**src/design/ffha_pkg.sv**
```systemverilog
// Shared types and constants of the first-fit heap allocator.
// Used by ffha_ctrl, ffha_dpath and first_fit_heap_allocator; depends on nothing.
package ffha_pkg;

    localparam int W_OP   = 2;
    localparam int W_SIZE = 30;
    localparam int W_ADDR = 29;
    localparam int W_ST   = 3;
    localparam int W_HEAP = 30;

    localparam int DEF_MAX_BLOCKS      = 64;
    localparam int DEF_HEADER_BYTES    = 48;
    localparam int DEF_ALIGN_BYTES     = 8;
    localparam int DEF_HEAP_LIMIT      = 536870912;
    localparam int HEAP_MIN_BYTES      = 4096;
    localparam int HEAP_RESET_BYTES    = 16777216;

    typedef enum logic [W_OP-1:0] {
        OP_ALLOC  = 2'd0,
        OP_FREE   = 2'd1,
        OP_RESIZE = 2'd2,
        OP_NOP    = 2'd3
    } t_opcode;

    typedef enum logic [W_ST-1:0] {
        ST_OK      = 3'd0,
        ST_NOSPACE = 3'd1,
        ST_ZERO    = 3'd2,
        ST_BADADDR = 3'd3,
        ST_FREED   = 3'd4
    } t_status;

    // one table entry: header offset, payload size, free mark
    typedef struct packed {
        logic [W_HEAP-1:0] hdr;
        logic [W_HEAP-1:0] size;
        logic              free;
    } t_entry;

    typedef enum logic [4:0] {
        S_INIT, S_IDLE, S_ALIGN, S_DECODE, S_SCAN_RD, S_SCAN_CK, S_RSZ_CK,
        S_RESCAN, S_SPLIT_CHK, S_SHU_RD, S_SHU_WR, S_WR_USED, S_FR_NXT_RD,
        S_FR_NXT_CK, S_RM_RD, S_RM_WR, S_FR_PRV_RD, S_FR_PRV_CK, S_FR_WR,
        S_RESULT
    } t_state;

    typedef enum logic [2:0] {
        M_ALLOC, M_FREE, M_RESIZE, M_GROW, M_GROW_FREE
    } t_mode;

    typedef enum logic [4:0] {
        DP_NONE, DP_INIT, DP_CFG, DP_LATCH, DP_ALIGN, DP_SCAN_START, DP_SCAN_RD,
        DP_SCAN_NEXT, DP_SCAN_TAKE, DP_SPLIT_START, DP_SHU_RD, DP_SHU_WR,
        DP_SPLIT_INS, DP_WR_USED, DP_FR_NXT_RD, DP_FR_NXT_MERGE, DP_RM_RD,
        DP_RM_WR, DP_RM_END, DP_FR_PRV_RD, DP_FR_PRV_MERGE, DP_WR_FREE,
        DP_RESULT
    } t_dp_op;

    typedef enum logic [1:0] {
        RS_ZERO, RS_ADDR, RS_NEW
    } t_res_sel;

    typedef struct packed {
        t_dp_op   op;
        t_status  st;
        t_res_sel sel;
    } t_cmd;

    typedef struct packed {
        t_opcode op;
        logic    size_zero;
        logic    addr_zero;
        logic    align_done;
        logic    scan_end;
        logic    fit_hit;
        logic    addr_hit;
        logic    rd_free;
        logic    shrink_ok;
        logic    split_ok;
        logic    shu_more;
        logic    has_next;
        logic    has_prev;
        logic    rm_more;
        logic    out_free;
    } t_dp_stat;

endpackage

```
**src/design/ffha_ctrl.sv**
```systemverilog
// Sequencer of the heap allocator: walks scan, split, merge and shift steps.
// Depends on ffha_pkg; drives ffha_dpath by command, reads its status.
module ffha_ctrl (
    input  logic              i_clk,
    input  logic              i_rst_n,
    input  logic              i_in_valid,
    input  logic              i_cfg_valid,
    input  ffha_pkg::t_dp_stat i_stat,
    output logic              o_in_ready,
    output logic              o_cfg_ready,
    output ffha_pkg::t_cmd    o_cmd
);
    import ffha_pkg::*;

    t_state   r_state, n_state;
    t_mode    r_mode, n_mode;
    logic     r_rm_second, n_rm_second;
    t_status  r_res_st, n_res_st;
    t_res_sel r_res_sel, n_res_sel;
    logic     fit_mode;

    assign fit_mode = (r_mode == M_ALLOC) || (r_mode == M_GROW);

    always_ff @(posedge i_clk) begin
        if (!i_rst_n) begin
            r_state     <= S_INIT;
            r_mode      <= M_ALLOC;
            r_rm_second <= 1'b0;
            r_res_st    <= ST_OK;
            r_res_sel   <= RS_ZERO;
        end else begin
            r_state     <= n_state;
            r_mode      <= n_mode;
            r_rm_second <= n_rm_second;
            r_res_st    <= n_res_st;
            r_res_sel   <= n_res_sel;
        end
    end

    always_comb begin
        n_state     = r_state;
        n_mode      = r_mode;
        n_rm_second = r_rm_second;
        n_res_st    = r_res_st;
        n_res_sel   = r_res_sel;
        o_in_ready  = 1'b0;
        o_cfg_ready = 1'b0;
        o_cmd.op    = DP_NONE;
        o_cmd.st    = r_res_st;
        o_cmd.sel   = r_res_sel;
        case (r_state)
            S_INIT: begin
                o_cmd.op = DP_INIT;
                n_state  = S_IDLE;
            end
            S_IDLE: begin
                o_cfg_ready = 1'b1;
                o_in_ready  = !i_cfg_valid;
                if (i_cfg_valid) begin
                    o_cmd.op = DP_CFG;
                    n_state  = S_INIT;
                end else if (i_in_valid) begin
                    o_cmd.op = DP_LATCH;
                    n_state  = S_ALIGN;
                end
            end
            S_ALIGN: begin
                o_cmd.op = DP_ALIGN;
                if (i_stat.align_done) n_state = S_DECODE;
            end
            S_DECODE: begin
                o_cmd.op  = DP_SCAN_START;
                n_state   = S_SCAN_RD;
                n_res_st  = ST_OK;
                n_res_sel = RS_ZERO;
                case (i_stat.op)
                    OP_ALLOC: begin
                        n_mode = M_ALLOC;
                        if (i_stat.size_zero) begin
                            n_res_st = ST_ZERO;
                            n_state  = S_RESULT;
                        end
                    end
                    OP_FREE: begin
                        n_mode = M_FREE;
                        if (i_stat.addr_zero) n_state = S_RESULT;
                    end
                    OP_RESIZE: begin
                        if (i_stat.addr_zero) begin
                            n_mode = M_ALLOC;
                            if (i_stat.size_zero) begin
                                n_res_st = ST_ZERO;
                                n_state  = S_RESULT;
                            end
                        end else if (i_stat.size_zero) begin
                            n_mode = M_FREE;
                        end else begin
                            n_mode = M_RESIZE;
                        end
                    end
                    default: n_state = S_RESULT;
                endcase
            end
            S_SCAN_RD: begin
                if (i_stat.scan_end) begin
                    n_res_sel = RS_ZERO;
                    n_res_st  = fit_mode ? ST_NOSPACE : ST_BADADDR;
                    n_state   = S_RESULT;
                end else begin
                    o_cmd.op = DP_SCAN_RD;
                    n_state  = S_SCAN_CK;
                end
            end
            S_SCAN_CK: begin
                if (fit_mode ? i_stat.fit_hit : i_stat.addr_hit) begin
                    o_cmd.op = DP_SCAN_TAKE;
                    if (fit_mode) begin
                        n_state = S_SPLIT_CHK;
                    end else if (i_stat.rd_free) begin
                        n_res_st  = ST_FREED;
                        n_res_sel = RS_ZERO;
                        n_state   = S_RESULT;
                    end else if (r_mode == M_RESIZE) begin
                        n_state = S_RSZ_CK;
                    end else begin
                        n_state = S_FR_NXT_RD;
                    end
                end else begin
                    o_cmd.op = DP_SCAN_NEXT;
                    n_state  = S_SCAN_RD;
                end
            end
            S_RSZ_CK: begin
                if (i_stat.shrink_ok) begin
                    n_state = S_SPLIT_CHK;
                end else begin
                    o_cmd.op = DP_SCAN_START;
                    n_mode   = M_GROW;
                    n_state  = S_SCAN_RD;
                end
            end
            S_RESCAN: begin
                o_cmd.op = DP_SCAN_START;
                n_mode   = M_GROW_FREE;
                n_state  = S_SCAN_RD;
            end
            S_SPLIT_CHK: begin
                if (i_stat.split_ok) begin
                    o_cmd.op = DP_SPLIT_START;
                    n_state  = S_SHU_RD;
                end else begin
                    n_state = S_WR_USED;
                end
            end
            S_SHU_RD: begin
                if (i_stat.shu_more) begin
                    o_cmd.op = DP_SHU_RD;
                    n_state  = S_SHU_WR;
                end else begin
                    o_cmd.op = DP_SPLIT_INS;
                    n_state  = S_WR_USED;
                end
            end
            S_SHU_WR: begin
                o_cmd.op = DP_SHU_WR;
                n_state  = S_SHU_RD;
            end
            S_WR_USED: begin
                o_cmd.op = DP_WR_USED;
                n_res_st = ST_OK;
                case (r_mode)
                    M_ALLOC: begin
                        n_res_sel = RS_NEW;
                        n_state   = S_RESULT;
                    end
                    M_RESIZE: begin
                        n_res_sel = RS_ADDR;
                        n_state   = S_RESULT;
                    end
                    default: n_state = S_RESCAN;
                endcase
            end
            S_FR_NXT_RD: begin
                if (i_stat.has_next) begin
                    o_cmd.op = DP_FR_NXT_RD;
                    n_state  = S_FR_NXT_CK;
                end else begin
                    n_state = S_FR_PRV_RD;
                end
            end
            S_FR_NXT_CK: begin
                if (i_stat.rd_free) begin
                    o_cmd.op    = DP_FR_NXT_MERGE;
                    n_rm_second = 1'b0;
                    n_state     = S_RM_RD;
                end else begin
                    n_state = S_FR_PRV_RD;
                end
            end
            S_RM_RD: begin
                if (i_stat.rm_more) begin
                    o_cmd.op = DP_RM_RD;
                    n_state  = S_RM_WR;
                end else begin
                    o_cmd.op = DP_RM_END;
                    if (r_rm_second) begin
                        n_res_st  = ST_OK;
                        n_res_sel = (r_mode == M_GROW_FREE) ? RS_NEW : RS_ZERO;
                        n_state   = S_RESULT;
                    end else begin
                        n_state = S_FR_PRV_RD;
                    end
                end
            end
            S_RM_WR: begin
                o_cmd.op = DP_RM_WR;
                n_state  = S_RM_RD;
            end
            S_FR_PRV_RD: begin
                if (i_stat.has_prev) begin
                    o_cmd.op = DP_FR_PRV_RD;
                    n_state  = S_FR_PRV_CK;
                end else begin
                    n_state = S_FR_WR;
                end
            end
            S_FR_PRV_CK: begin
                if (i_stat.rd_free) begin
                    o_cmd.op    = DP_FR_PRV_MERGE;
                    n_rm_second = 1'b1;
                    n_state     = S_RM_RD;
                end else begin
                    n_state = S_FR_WR;
                end
            end
            S_FR_WR: begin
                o_cmd.op  = DP_WR_FREE;
                n_res_st  = ST_OK;
                n_res_sel = (r_mode == M_GROW_FREE) ? RS_NEW : RS_ZERO;
                n_state   = S_RESULT;
            end
            S_RESULT: begin
                if (i_stat.out_free) begin
                    o_cmd.op = DP_RESULT;
                    n_state  = S_IDLE;
                end
            end
            default: n_state = S_INIT;
        endcase
    end

endmodule

```
**config.mk**
```make
export PLATFORM = sky130hd
export DESIGN_NAME = ffha_ctrl
export DESIGN_NICKNAME = d
export VERILOG_FILES = /design/src/design/ffha_pkg.sv /design/src/design/ffha_ctrl.sv
export SDC_FILE = /design/constraint.sdc
export NUM_CORES = 1
export LEC_CHECK = 0
export BUFFER_PORTS_ARGS = -buffer_cell sky130_fd_sc_hd__buf_2
export CAP_MARGIN = 20
export CORE_AREA = 2 2 71 73
export DETAILED_ROUTE_END_ITERATION = 6
export DIE_AREA = 0 0 73 75
export GPL_ROUTABILITY_DRIVEN = 1
export PLACE_DENSITY = 0.67
export SYNTH_ARGS = -nofsm -noshare
export SYNTH_HDL_FRONTEND = slang
export SYNTH_SLANG_ARGS = --single-unit
export TNS_END_PERCENT = 30
```
**constraint.sdc**
```tcl
create_clock -name i_clk -period 1.7 [get_ports i_clk]
set_clock_uncertainty 0.05 [all_clocks]
set_input_delay 0.17 -clock i_clk [delete_from_list [all_inputs] [get_ports i_clk]]
set_output_delay 0.17 -clock i_clk [all_outputs]
set_load 0.1 [all_outputs]
```
==> results of run 1 <==
-- worst paths after layout --
kind / startpoint / to
setup / recovery: r_state[0]$_SDFFE_PN0P_ / o_cmd[6]
hold / removal: i_rst_n / r_state[2]$_SDFFE_PN0P_
setup reg to reg: r_state[0]$_SDFFE_PN0P_ / r_state[4]$_SDFFE_PN0P_
hold reg to reg: r_res_sel[0]$_SDFFE_PN0P_ / r_res_sel[0]$_SDFFE_PN0P_
-- worst register-to-register path, delay by kind of cell, from the launching register on --
kind	cells	cell delay [ps]
flip-flops	1	390
AND/OR/NAND/NOR	3	660
AO/OA/AOI/OAI	2	520
buffers and inverters	1	140
-- report_power, final --
part	switching, mW	total [mW]	internal [mW]	leakage (nW)
logic	1.91	3.39	1.48	1.07
clock network	0.129	0.335	0.205	0.0288
registers	0.0965	0.497	0.400	0.118
total	2.13	4.22	2.09	1.22
-- placed cells by master (no fill, tap or decap), types with 5 or more instances in the layout --
cell / n
nand2_1: 19
inv_1: 10
dfxtp_1: 7
nand2b_1: 10
buf_2: 24
buf_4: 66
o21ai_0: 12
buf_6: 9
dfxtp_4: 5
buf_12: 9
nor2_1: 19
nor3_1: 10
o31a_1: 5
a21oi_1: 16
-- cell type report --
cell class / instances / area, um^2 / share of cell area (%)
sequential: 14 / 302 / 10.5
multi-input combinational: 202 / 1510 / 52.6
tap: 54 / 67.6 / 2.36
timing repair buffer: 108 / 897 / 31.3
clock buffer: 4 / 55.1 / 1.92
inverter: 10 / 37.5 / 1.31
-- metrics by stage --
step | area [um^2] | hold slack [ps] | setup TNS (ps)
CTS | 2750 | 210 | -2020
detailed placement | 2520 | 396 | -2910
floorplan | 1740 | 347 | -3200
global placement | 2520 | 387 | -2890
finish | 2860 | 232 | -2240
global route | 2860 | 233 | -3080
-- flip-flops by register name, summed over array words and instances (netlist names) --
name and count:
r_state 5, r_rm_second 1, r_mode 3, r_res_st 3
r_res_sel 2
-- kinds of logic after synthesis --
logic type	after synthesis	synth area share, %
AOI/OAI and AO/OA	77	31.8
xor gates and xnor gates	2	1.49
adders and majority gates	4	2.98
buffers and inverters	27	7.22
DFF	14	16.7
muxes	2	1.27
and+or+nand+nor	117	38.6
-- routing by layer --
metal | global-route usage (%) | routed length, um | vias to the layer above
met5 | 0 | 0 | -
li1 | - | - | 1086
met4 | 11.3 | 317 | 0
met3 | 3.21 | 541 | 38
met1 | 30.1 | 2610 | 1091
met2 | 44.2 | 3340 | 149
-- timing repair --
item	in CTS	in global routing
setup buffers	5	1
hold buffers	0	0
gates cloned	0	0
resized for setup	38	26
setup endpoints to repair	19	19
pin swaps	16	12
hold endpoints to repair	0	0
==> run_results.csv, run 1 <==
group,metric,value,unit
run_status,status,"complete, but fails checks",
run_status,violations,"setup timing",
global_routing,grt-ovfl-total,0,
layout,final_cells,392,
worst_setup_path,critPathLaunchType,"flip-flop",
die,die-area,5480,um^2
sta,hold_viol,0,
clock_tree,h-tree-depth,1,
place,place_inst,382,
clock_tree,clk_pin_slew,60,ps
die,die_x,73,um
global_routing,grtUsageTotal,25.0,%
die,fp.dieH,75,um
synthesis,synth.avg_cell_area,6.92,um^2
synthesis,yosys.area.top_type_share,16.7,%
drt,drtAntennaViolNets,0,
worst_setup_path,worstPathCellList,"or3b_4 > buf_6 > nor3_4 > nor4_2 > nand3_2 > buf_12",
layout,diodes,0,
die,core_area,4660,um^2
sta,worst_pin_slew,488,ps
synthesis,synth_top_flop_cell,"dfxtp_1",
worst_setup_path,critPathKind,"reg2out",
worst_setup_path,crit_buf_inv,2,
power,max-vdd-ir-drop,1460,uV
sta,slew_violations,0,
synthesis,synth_area,1680,um^2
global_routing,grt_max_degree,20,
synthesis,synth-seq-cells,14,
layout,num-nets-final,363,
synthesis,synth-edff-count,0,
clock_tree,clockBufferDepth,2,
drt,dr_total_vias,2364,
worst_hold_path,hold_depth,2,
synthesis,syn_inst,243,
power,totalPowerFinal,4.22,mW
global_routing,grt_pass1_wl,10600,um
sta,setup_slack,-290,ps
die,num_rows,25,
place,gp_congestion,1.02,
worst_setup_path,crit_path_top_delay_cell,"dfxtp_4",
global_routing,grt_pass1_vias,2162,
worst_setup_path,crit_arrival,1770,ps
synthesis,synthTopCellsByArea,"dfxtp_1 17%, a21oi_1 6.0%, nor2_1 5.6%, nand2_1 4.5%, nor3_1 4.2%",
power,power_density,1470,nW/um^2
worst_setup_path,worstPathRequired,1480,ps
synthesis,synth_nets,267,
drt,drtPass1Iterations,5,
drt,drt_wl_total,6800,um
die,initial_core_util,36.1,%
clock_tree,cts.sinks,14,
clock_tree,cts_made_buffers,3,
worst_setup_path,critical_path.max_stage_delay,370,ps
die,io_pins,32,
synthesis,ys.warnings.count,0,
sta,rsz0062_at_grt,"yes",
worst_setup_path,reg2reg_depth,6,
run,maxCapViolations,0,
power,p_leak,1.22,nW
clock_tree,insertion_delay,250,ps
synthesis,synth_commonest_cells,"25 x nor2_1, 20 x a21oi_1, 20 x nand2_1, 14 x dfxtp_1, 14 x nor3_1",
global_routing,antenna_found_initial,0,
sta,post-route-period-util,117,%
drt,vias_per_cell,6.03,
synthesis,synth_largest_area_cell,"dfxtp_1",
sta,relSlewSlack,67.7,%
drt,wl_per_cell,17.4,um
layout,fill_cells,393,
worst_setup_path,cp-end-kind,"output port",
clock_tree,clk_root_buffer_cell,"clkbuf_8",
synthesis,synth_most_common_cell,"nor2_1",
sta,min_period,1990,ps
layout,final_core_util,61.4,%
worst_setup_path,r2r_slack,-180,ps
sta,setup_violations,17,
worst_hold_path,min_path_type,"in2reg",
drt,drtIter0Drc,253,
layout,drive_gt1_share,49.7,%
worst_setup_path,crit_family,"simple AND/OR/NAND/NOR gates",
worst_setup_path,path_depth,6,
layout,area_growth_syn_to_layout,70.4,%
synthesis,ys_types,62,
place,dp_hpwl,5030,um
place,pre_cts_ws,-251,ps
clock_tree,cts_tree,"yes",
synthesis,synthArstFlopShare,0,%
synthesis,synth.yosys.seq_area_share,16.7,%
drt,drc,0,
place,io_buffers,31,
sta,fmaxAchievable,503,MHz
worst_setup_path,crit_fanout,6,
Note: power is estimated with default switching activity, not from simulation.
==> run 2, diff against run 1 <==
--- a/config.mk
+++ b/config.mk
@@ -11,7 +11,7 @@
 export DETAILED_ROUTE_END_ITERATION = 6
 export DIE_AREA = 0 0 73 75
 export GPL_ROUTABILITY_DRIVEN = 1
-export PLACE_DENSITY = 0.67
+export PLACE_DENSITY = 0.65
 export SYNTH_ARGS = -nofsm -noshare
 export SYNTH_HDL_FRONTEND = slang
 export SYNTH_SLANG_ARGS = --single-unit
==> constraint.sdc (replaced) <==
create_clock -name i_clk -period 2.4 [get_ports i_clk]
set_clock_uncertainty 0.05 [all_clocks]
set_input_delay 0.24 -clock i_clk [delete_from_list [all_inputs] [get_ports i_clk]]
set_output_delay 0.24 -clock i_clk [all_outputs]
set_load 0.1 [all_outputs]
==> run 2 against run 1 <==
The flow now finishes without violations. Critical endpoint is now o_cmd[5]. Final cell count shrank 16%. Power fell by 44%. Cell area shrank 25%. Count of clock-buffer cells in the layout unchanged. Routed wire length is 19% lower. First-iteration DRC count increased by 17%. Combinational power is 47% lower. Critical path type unchanged. Critical path depth grew 1. Worst setup slack gained 370 ps. Via count is 16% lower. Worst hold slack better by 50 ps. Sequential share of layout area is 2.7 points higher.
==> run_results.csv, run 2 (same netlist as run 1, synthesis figures left out) <==
group,metric,value,unit
power,p_sw,1.31,mW
die,die_x,73,um
die,initial_core_util,36.1,%
clock_tree,clk_pin_slew,60,ps
die,core_area,4660,um^2
sta,relSlewSlack,67.9,%
die,io_pins,32,
global_routing,antenna_found_initial,0,
sta,worst_pin_slew,485,ps
power,p_clk_share,9.9,%
sta,setup_slack,83.0,ps
drt,drtAntennaViolNets,0,
power,p_leak,0.856,nW
place,place_inst,326,
power,max-vdd-ir-drop,636,uV
layout,fill_cells,482,
clock_tree,clockBufferDepth,2,
run_status,status,"finished clean",
sta,hold_viol,0,
drt,drtPass1Iterations,5,
worst_setup_path,critical_path.max_stage_delay,500,ps
power,power_density,1110,nW/um^2
layout,area_growth_syn_to_layout,27.5,%
die,fp.dieH,75,um
drt,vias_per_cell,6.02,
sta,post-route-period-util,96.5,%
sta,fin_tns_setup,0,ps
worst_setup_path,crit_family,"flip-flops",
drt,dr_total_vias,1988,
layout,final_cell_area,2140,um^2
sta,fmaxAchievable,432,MHz
sta,slew_violations,0,
clock_tree,h-tree-depth,1,
clock_tree,postCtsSetupBuffers,0,
clock_tree,clk_root_buffer_cell,"clkbuf_8",
place,io_buffers,31,
sta,rsz0062_at_grt,"no",
global_routing,grtUsageTotal,20.8,%
worst_setup_path,crit_fanout,7,
layout,top_register,"r_state",
worst_setup_path,worstPathCellList,"xor2_2 > o21a_1 > nor2_1 > a211oi_2 > buf_4 > nand3_4 > buf_12",
global_routing,grt_pass1_vias,1839,
die,num_rows,25,
clock_tree,cts_tree,"yes",
layout,final_cells,330,
worst_setup_path,reg2reg_depth,6,
global_routing,grt_max_degree,21,
run,maxCapViolations,0,
layout,diodes,0,
clock_tree,cts.sinks,14,
drt,wl_per_cell,16.6,um
layout,layout_common_cells,"24 x nor2_1, 24 x buf_2, 20 x nand2_1, 20 x a21oi_1, 16 x buf_4",
layout,final_core_util,46.0,%
worst_setup_path,r2r_start,"r_state[1]$_SDFFE_PN0P_",
layout,num-nets-final,301,
global_routing,grt_pass1_wl,8980,um
place,dp_hpwl,4190,um
worst_hold_path,whs_endpoint,"r_state[4]$_SDFFE_PN0P_",
layout,reg_top3,"r_state x5, r_mode x3, r_res_st x3",
drt,drc,0,
place,pre_cts_ws,184,ps
sta,setup_violations,0,
clock_tree,insertion_delay,250,ps
worst_setup_path,crit_buf_inv,2,
power,p_sw_share,55.2,%
clock_tree,cts-hold-fix-buffers,0,
sta,min_period,2320,ps
worst_setup_path,crit_path_top_delay_cell,"dfxtp_1",
worst_setup_path,r2r_slack,330,ps
worst_hold_path,hold_depth,2,
layout,seqCellArea,284,um^2
place,post_dp_cell_area,2070,um^2
drt,drt_wl_total,5480,um
die,die-area,5480,um^2
worst_hold_path,min_from,"i_rst_n",
layout,drive_gt1_share,27.2,%
place,gp_congestion,0.905,
worst_setup_path,crit_arrival,2030,ps
global_routing,grt-ovfl-total,0,
layout,multi_input_area,1340,um^2
worst_setup_path,worstPathRequired,2110,ps
power,seqPwrFrac,14.9,%
worst_setup_path,critPathLaunchType,"flip-flop",
power,internal_power,1.06,mW
layout,largest_reg_flops,5,
worst_hold_path,min_path_type,"in2reg",
power,p_comb_share,75.2,%
worst_setup_path,critPathKind,"reg2out",
drt,drtIter0Drc,296,
clock_tree,cts_made_buffers,3,
worst_setup_path,reg2reg_to,"r_state[1]$_SDFFE_PN0P_",
worst_setup_path,cp-end-kind,"output port",
-- run 2: layout make-up --
class                           count  share of cell area, %
Timing Repair Buffer               46                   16.8
Inverter                           10                   1.75
Sequential cell                    14                   13.3
Multi-Input combinational cell    202                   62.4
Clock buffer                        4                   2.57
Tap cell                           54                   3.15
-- run 2: worst reg2reg max path: cells and delay by family (launching register included) --
family,cells,cell delay [ps]
DFF,1,540
AOI/OAI and AO/OA,2,540
buffers and inverters,1,230
and+or+nand+nor,3,600
-- run 2: worst max path at each step --
stage / cells past startpoint / from / end / slack, ps
after floorplan: 4 / r_state[0]$_SDFFE_PN0P_ / o_cmd[5] / -150
after global placement: 4 / r_state[4]$_SDFFE_PN0P_ / o_cmd[9] / 200
after detailed placement: 6 / r_state[3]$_SDFFE_PN0P_ / o_cmd[5] / 180
after CTS: 7 / r_mode[1]$_SDFFE_PN0P_ / o_cmd[5] / 0.2
after global routing: 7 / r_mode[1]$_SDFFE_PN0P_ / o_cmd[5] / 7
final: 7 / r_mode[1]$_SDFFE_PN0P_ / o_cmd[5] / 80
-- run 2: through the flow --
stage | total power, mW | hold slack [ps]
floorplan | 1.57 | 413
global route | 2.50 | 295
CTS | 2.35 | 281
finish | 2.37 | 282
detailed placement | 2.10 | 394
global placement | 2.10 | 391
-- run 2: routing by layer --
layer	global-route usage, %	share of wire, %
met1	28.5	44
met2	34.7	47
met3	2.54	6.7
met4	5.35	2.4
met5	0	0
-- run 2: power by group through the flow --
stage               Combinational, mW  Sequential (mW)  Clock, mW
detailed placement               1.75            0.351          0
CTS                              1.76            0.349      0.237
global route                     1.89            0.359      0.248
finish                           1.78            0.353      0.234
global placement                 1.75            0.351          0
floorplan                        1.23            0.342          0
-- run 2: timing repair --
item / CTS / global route
resized for setup: 4 / 3
setup endpoints to repair: 3 / 2
pin swaps: 0 / 0
==> run 3, diff against run 2 <==
--- a/config.mk
+++ b/config.mk
@@ -12,6 +12,7 @@
 export DIE_AREA = 0 0 73 75
 export GPL_ROUTABILITY_DRIVEN = 1
 export PLACE_DENSITY = 0.65
+export SETUP_SLACK_MARGIN = 0.15
 export SYNTH_ARGS = -nofsm -noshare
 export SYNTH_HDL_FRONTEND = slang
 export SYNTH_SLANG_ARGS = --single-unit
==> run 3 against run 2 <==
Sequential share of layout area rose by 0.27 points. Maximum frequency rose by 6.6%. Flip-flop and latch count did not move. Via count rose by 2.9%. Critical path depth fell by 1. Cell area rose by 0.18%. Combinational power fell by 4%. Count of clock-buffer cells in the layout fell by 1. Largest cell class unchanged. Largest power group unchanged.
==> run_results.csv, run 3 (same netlist as run 1, synthesis figures left out) <==
group,metric,value,unit
power,power_density,1040,nW/um^2
clock_tree,cts_tree,"yes",
clock_tree,h-tree-depth,1,
sta,setup_violations,0,
sta,worst_pin_slew,488,ps
global_routing,antenna_found_initial,0,
layout,final_common_cell,"buf_2",
worst_setup_path,critPathLaunchType,"flip-flop",
drt,vias_per_cell,6.18,
sta,hold_viol,0,
die,core_area,4660,um^2
power,p_sw_share,57.9,%
worst_setup_path,worstSetupStartpoint,"r_state[3]$_SDFFE_PN0P_",
clock_tree,insertion_delay,250,ps
drt,drtAntennaViolNets,0,
worst_setup_path,reg2reg_depth,7,
worst_setup_path,reg2reg_to,"r_state[4]$_SDFFE_PN0P_",
worst_setup_path,r2r_start,"r_state[4]$_SDFFE_PN0P_",
clock_tree,clk_pin_slew,50,ps
layout,num-nets-final,303,
power,internal_power,0.941,mW
layout,drive_gt1_share,30.0,%
power,max-vdd-ir-drop,884,uV
power,seqPwrFrac,15.4,%
drt,dr_total_vias,2046,
power,p_comb_share,75.9,%
power,totalPowerFinal,2.23,mW
sta,relSlewSlack,67.7,%
layout,diodes,0,
place,post_dp_cell_area,2040,um^2
die,die-area,5480,um^2
worst_setup_path,crit_arrival,1880,ps
sta,post-route-period-util,90.6,%
global_routing,grtUsageTotal,21.2,%
clock_tree,clockBufferDepth,2,
global_routing,grt_pass1_vias,1862,
worst_setup_path,r2r_slack,340,ps
clock_tree,cts.sinks,14,
sta,min_period,2170,ps
die,initial_core_util,36.1,%
global_routing,grt_pass1_wl,9070,um
worst_hold_path,min_path_type,"in2reg",
run,maxCapViolations,0,
worst_setup_path,critPathKind,"reg2out",
die,die_x,73,um
worst_setup_path,crit_end,"o_cmd[5]",
worst_setup_path,crit_fanout,14,
drt,drtIter0Drc,194,
drt,drt_wl_total,5760,um
sta,rsz0062_at_grt,"yes",
global_routing,grt-ovfl-total,0,
global_routing,grt_max_degree,19,
die,num_rows,25,
layout,layout_common_cells,"26 x buf_2, 24 x nor2_1, 20 x nand2_1",
place,gp_congestion,0.927,
clock_tree,cts-hold-fix-buffers,0,
worst_hold_path,min_from,"i_rst_n",
run_status,status,"finished clean",
layout,largest_reg_flops,5,
layout,top_register,"r_state",
power,p_clk_share,8.7,%
power,p_leak,0.857,nW
layout,area_growth_syn_to_layout,27.7,%
power,p_sw,1.29,mW
drt,drc,0,
place,dp_hpwl,4470,um
clock_tree,clk_root_buffer_cell,"clkbuf_8",
place,io_buffers,31,
layout,fill_cells,474,
drt,wl_per_cell,17.4,um
drt,drtPass1Iterations,5,
die,fp.dieH,75,um
layout,final_cell_area,2150,um^2
worst_setup_path,worstPathRequired,2110,ps
die,io_pins,32,
sta,slew_violations,0,
sta,fmaxAchievable,460,MHz
worst_setup_path,cp-end-kind,"output port",
clock_tree,cts_made_buffers,3,
layout,reg_top3,"r_state x5, r_mode x3, r_res_st x3",
## run 3: power by group through the flow
stage	Clock (mW)	Sequential, mW	Combinational, mW
detailed placement	0	0.338	1.62
CTS	0.199	0.334	1.64
global placement	0	0.335	1.62
finish	0.195	0.344	1.70
global route	0.210	0.348	1.80
floorplan	0	0.344	1.24
## run 3: layout make-up
type / count / area (um^2) / share of cell area [%]
inverter: 10 / 37.5 / 1.75
timing repair buffer: 48 / 344 / 16.0
tap: 54 / 67.6 / 3.15
multi-input combinational: 202 / 1370 / 63.6
sequential: 14 / 290 / 13.5
clock buffer: 3 / 41.3 / 1.92
## run 3: how the worst min path moves through the flow
stage | to | slack [ps] | cells past startpoint
global placement | r_res_sel[0]$_SDFFE_PN0P_ | 400 | 2
detailed placement | r_res_sel[0]$_SDFFE_PN0P_ | 390 | 2
finish | r_state[4]$_SDFFE_PN0P_ | 300 | 2
floorplan | r_rm_second$_SDFFE_PN0P_ | 410 | 2
global route | r_state[3]$_SDFFE_PN0P_ | 300 | 2
CTS | r_res_st[0]$_SDFFE_PN0P_ | 280 | 2
## run 3: routing by layer
metal	GRT usage [%]	wire length [um]	vias up
li1	-	-	981
met1	27.5	2490	943
met2	33.8	2620	113
met3	6.43	577	9
met4	6.58	78	0
met5	0	0	-
## run 3: per-stage QoR
stage                     setup WS [ps]  TNS [ps]  cells  hold slack (ps)  util [%]
final                               226         0    331              296      46.0
after global placement              161         0    327              397      43.7
after CTS                           148         0    330              284      44.9
after global routing                137         0    331              301      46.0
after detailed placement            186         0    327              394      43.7
after floorplan                   -96.5     -96.5    243              413         -
## run 3: worst max-delay path: stages, from the launching register on
cell	delay [ps]
dfxtp_2	440
buf_4	230
nand2b_1	280
nor3_1	70
o21ai_0	280
nand3_4	90
buf_4	240
## run 3: repair_timing
item                                    CTS  global route
gates resized for setup                   6            11
buffers inserted                          0             1
endpoints found under the setup margin    3             5
pin swaps                                 0             1
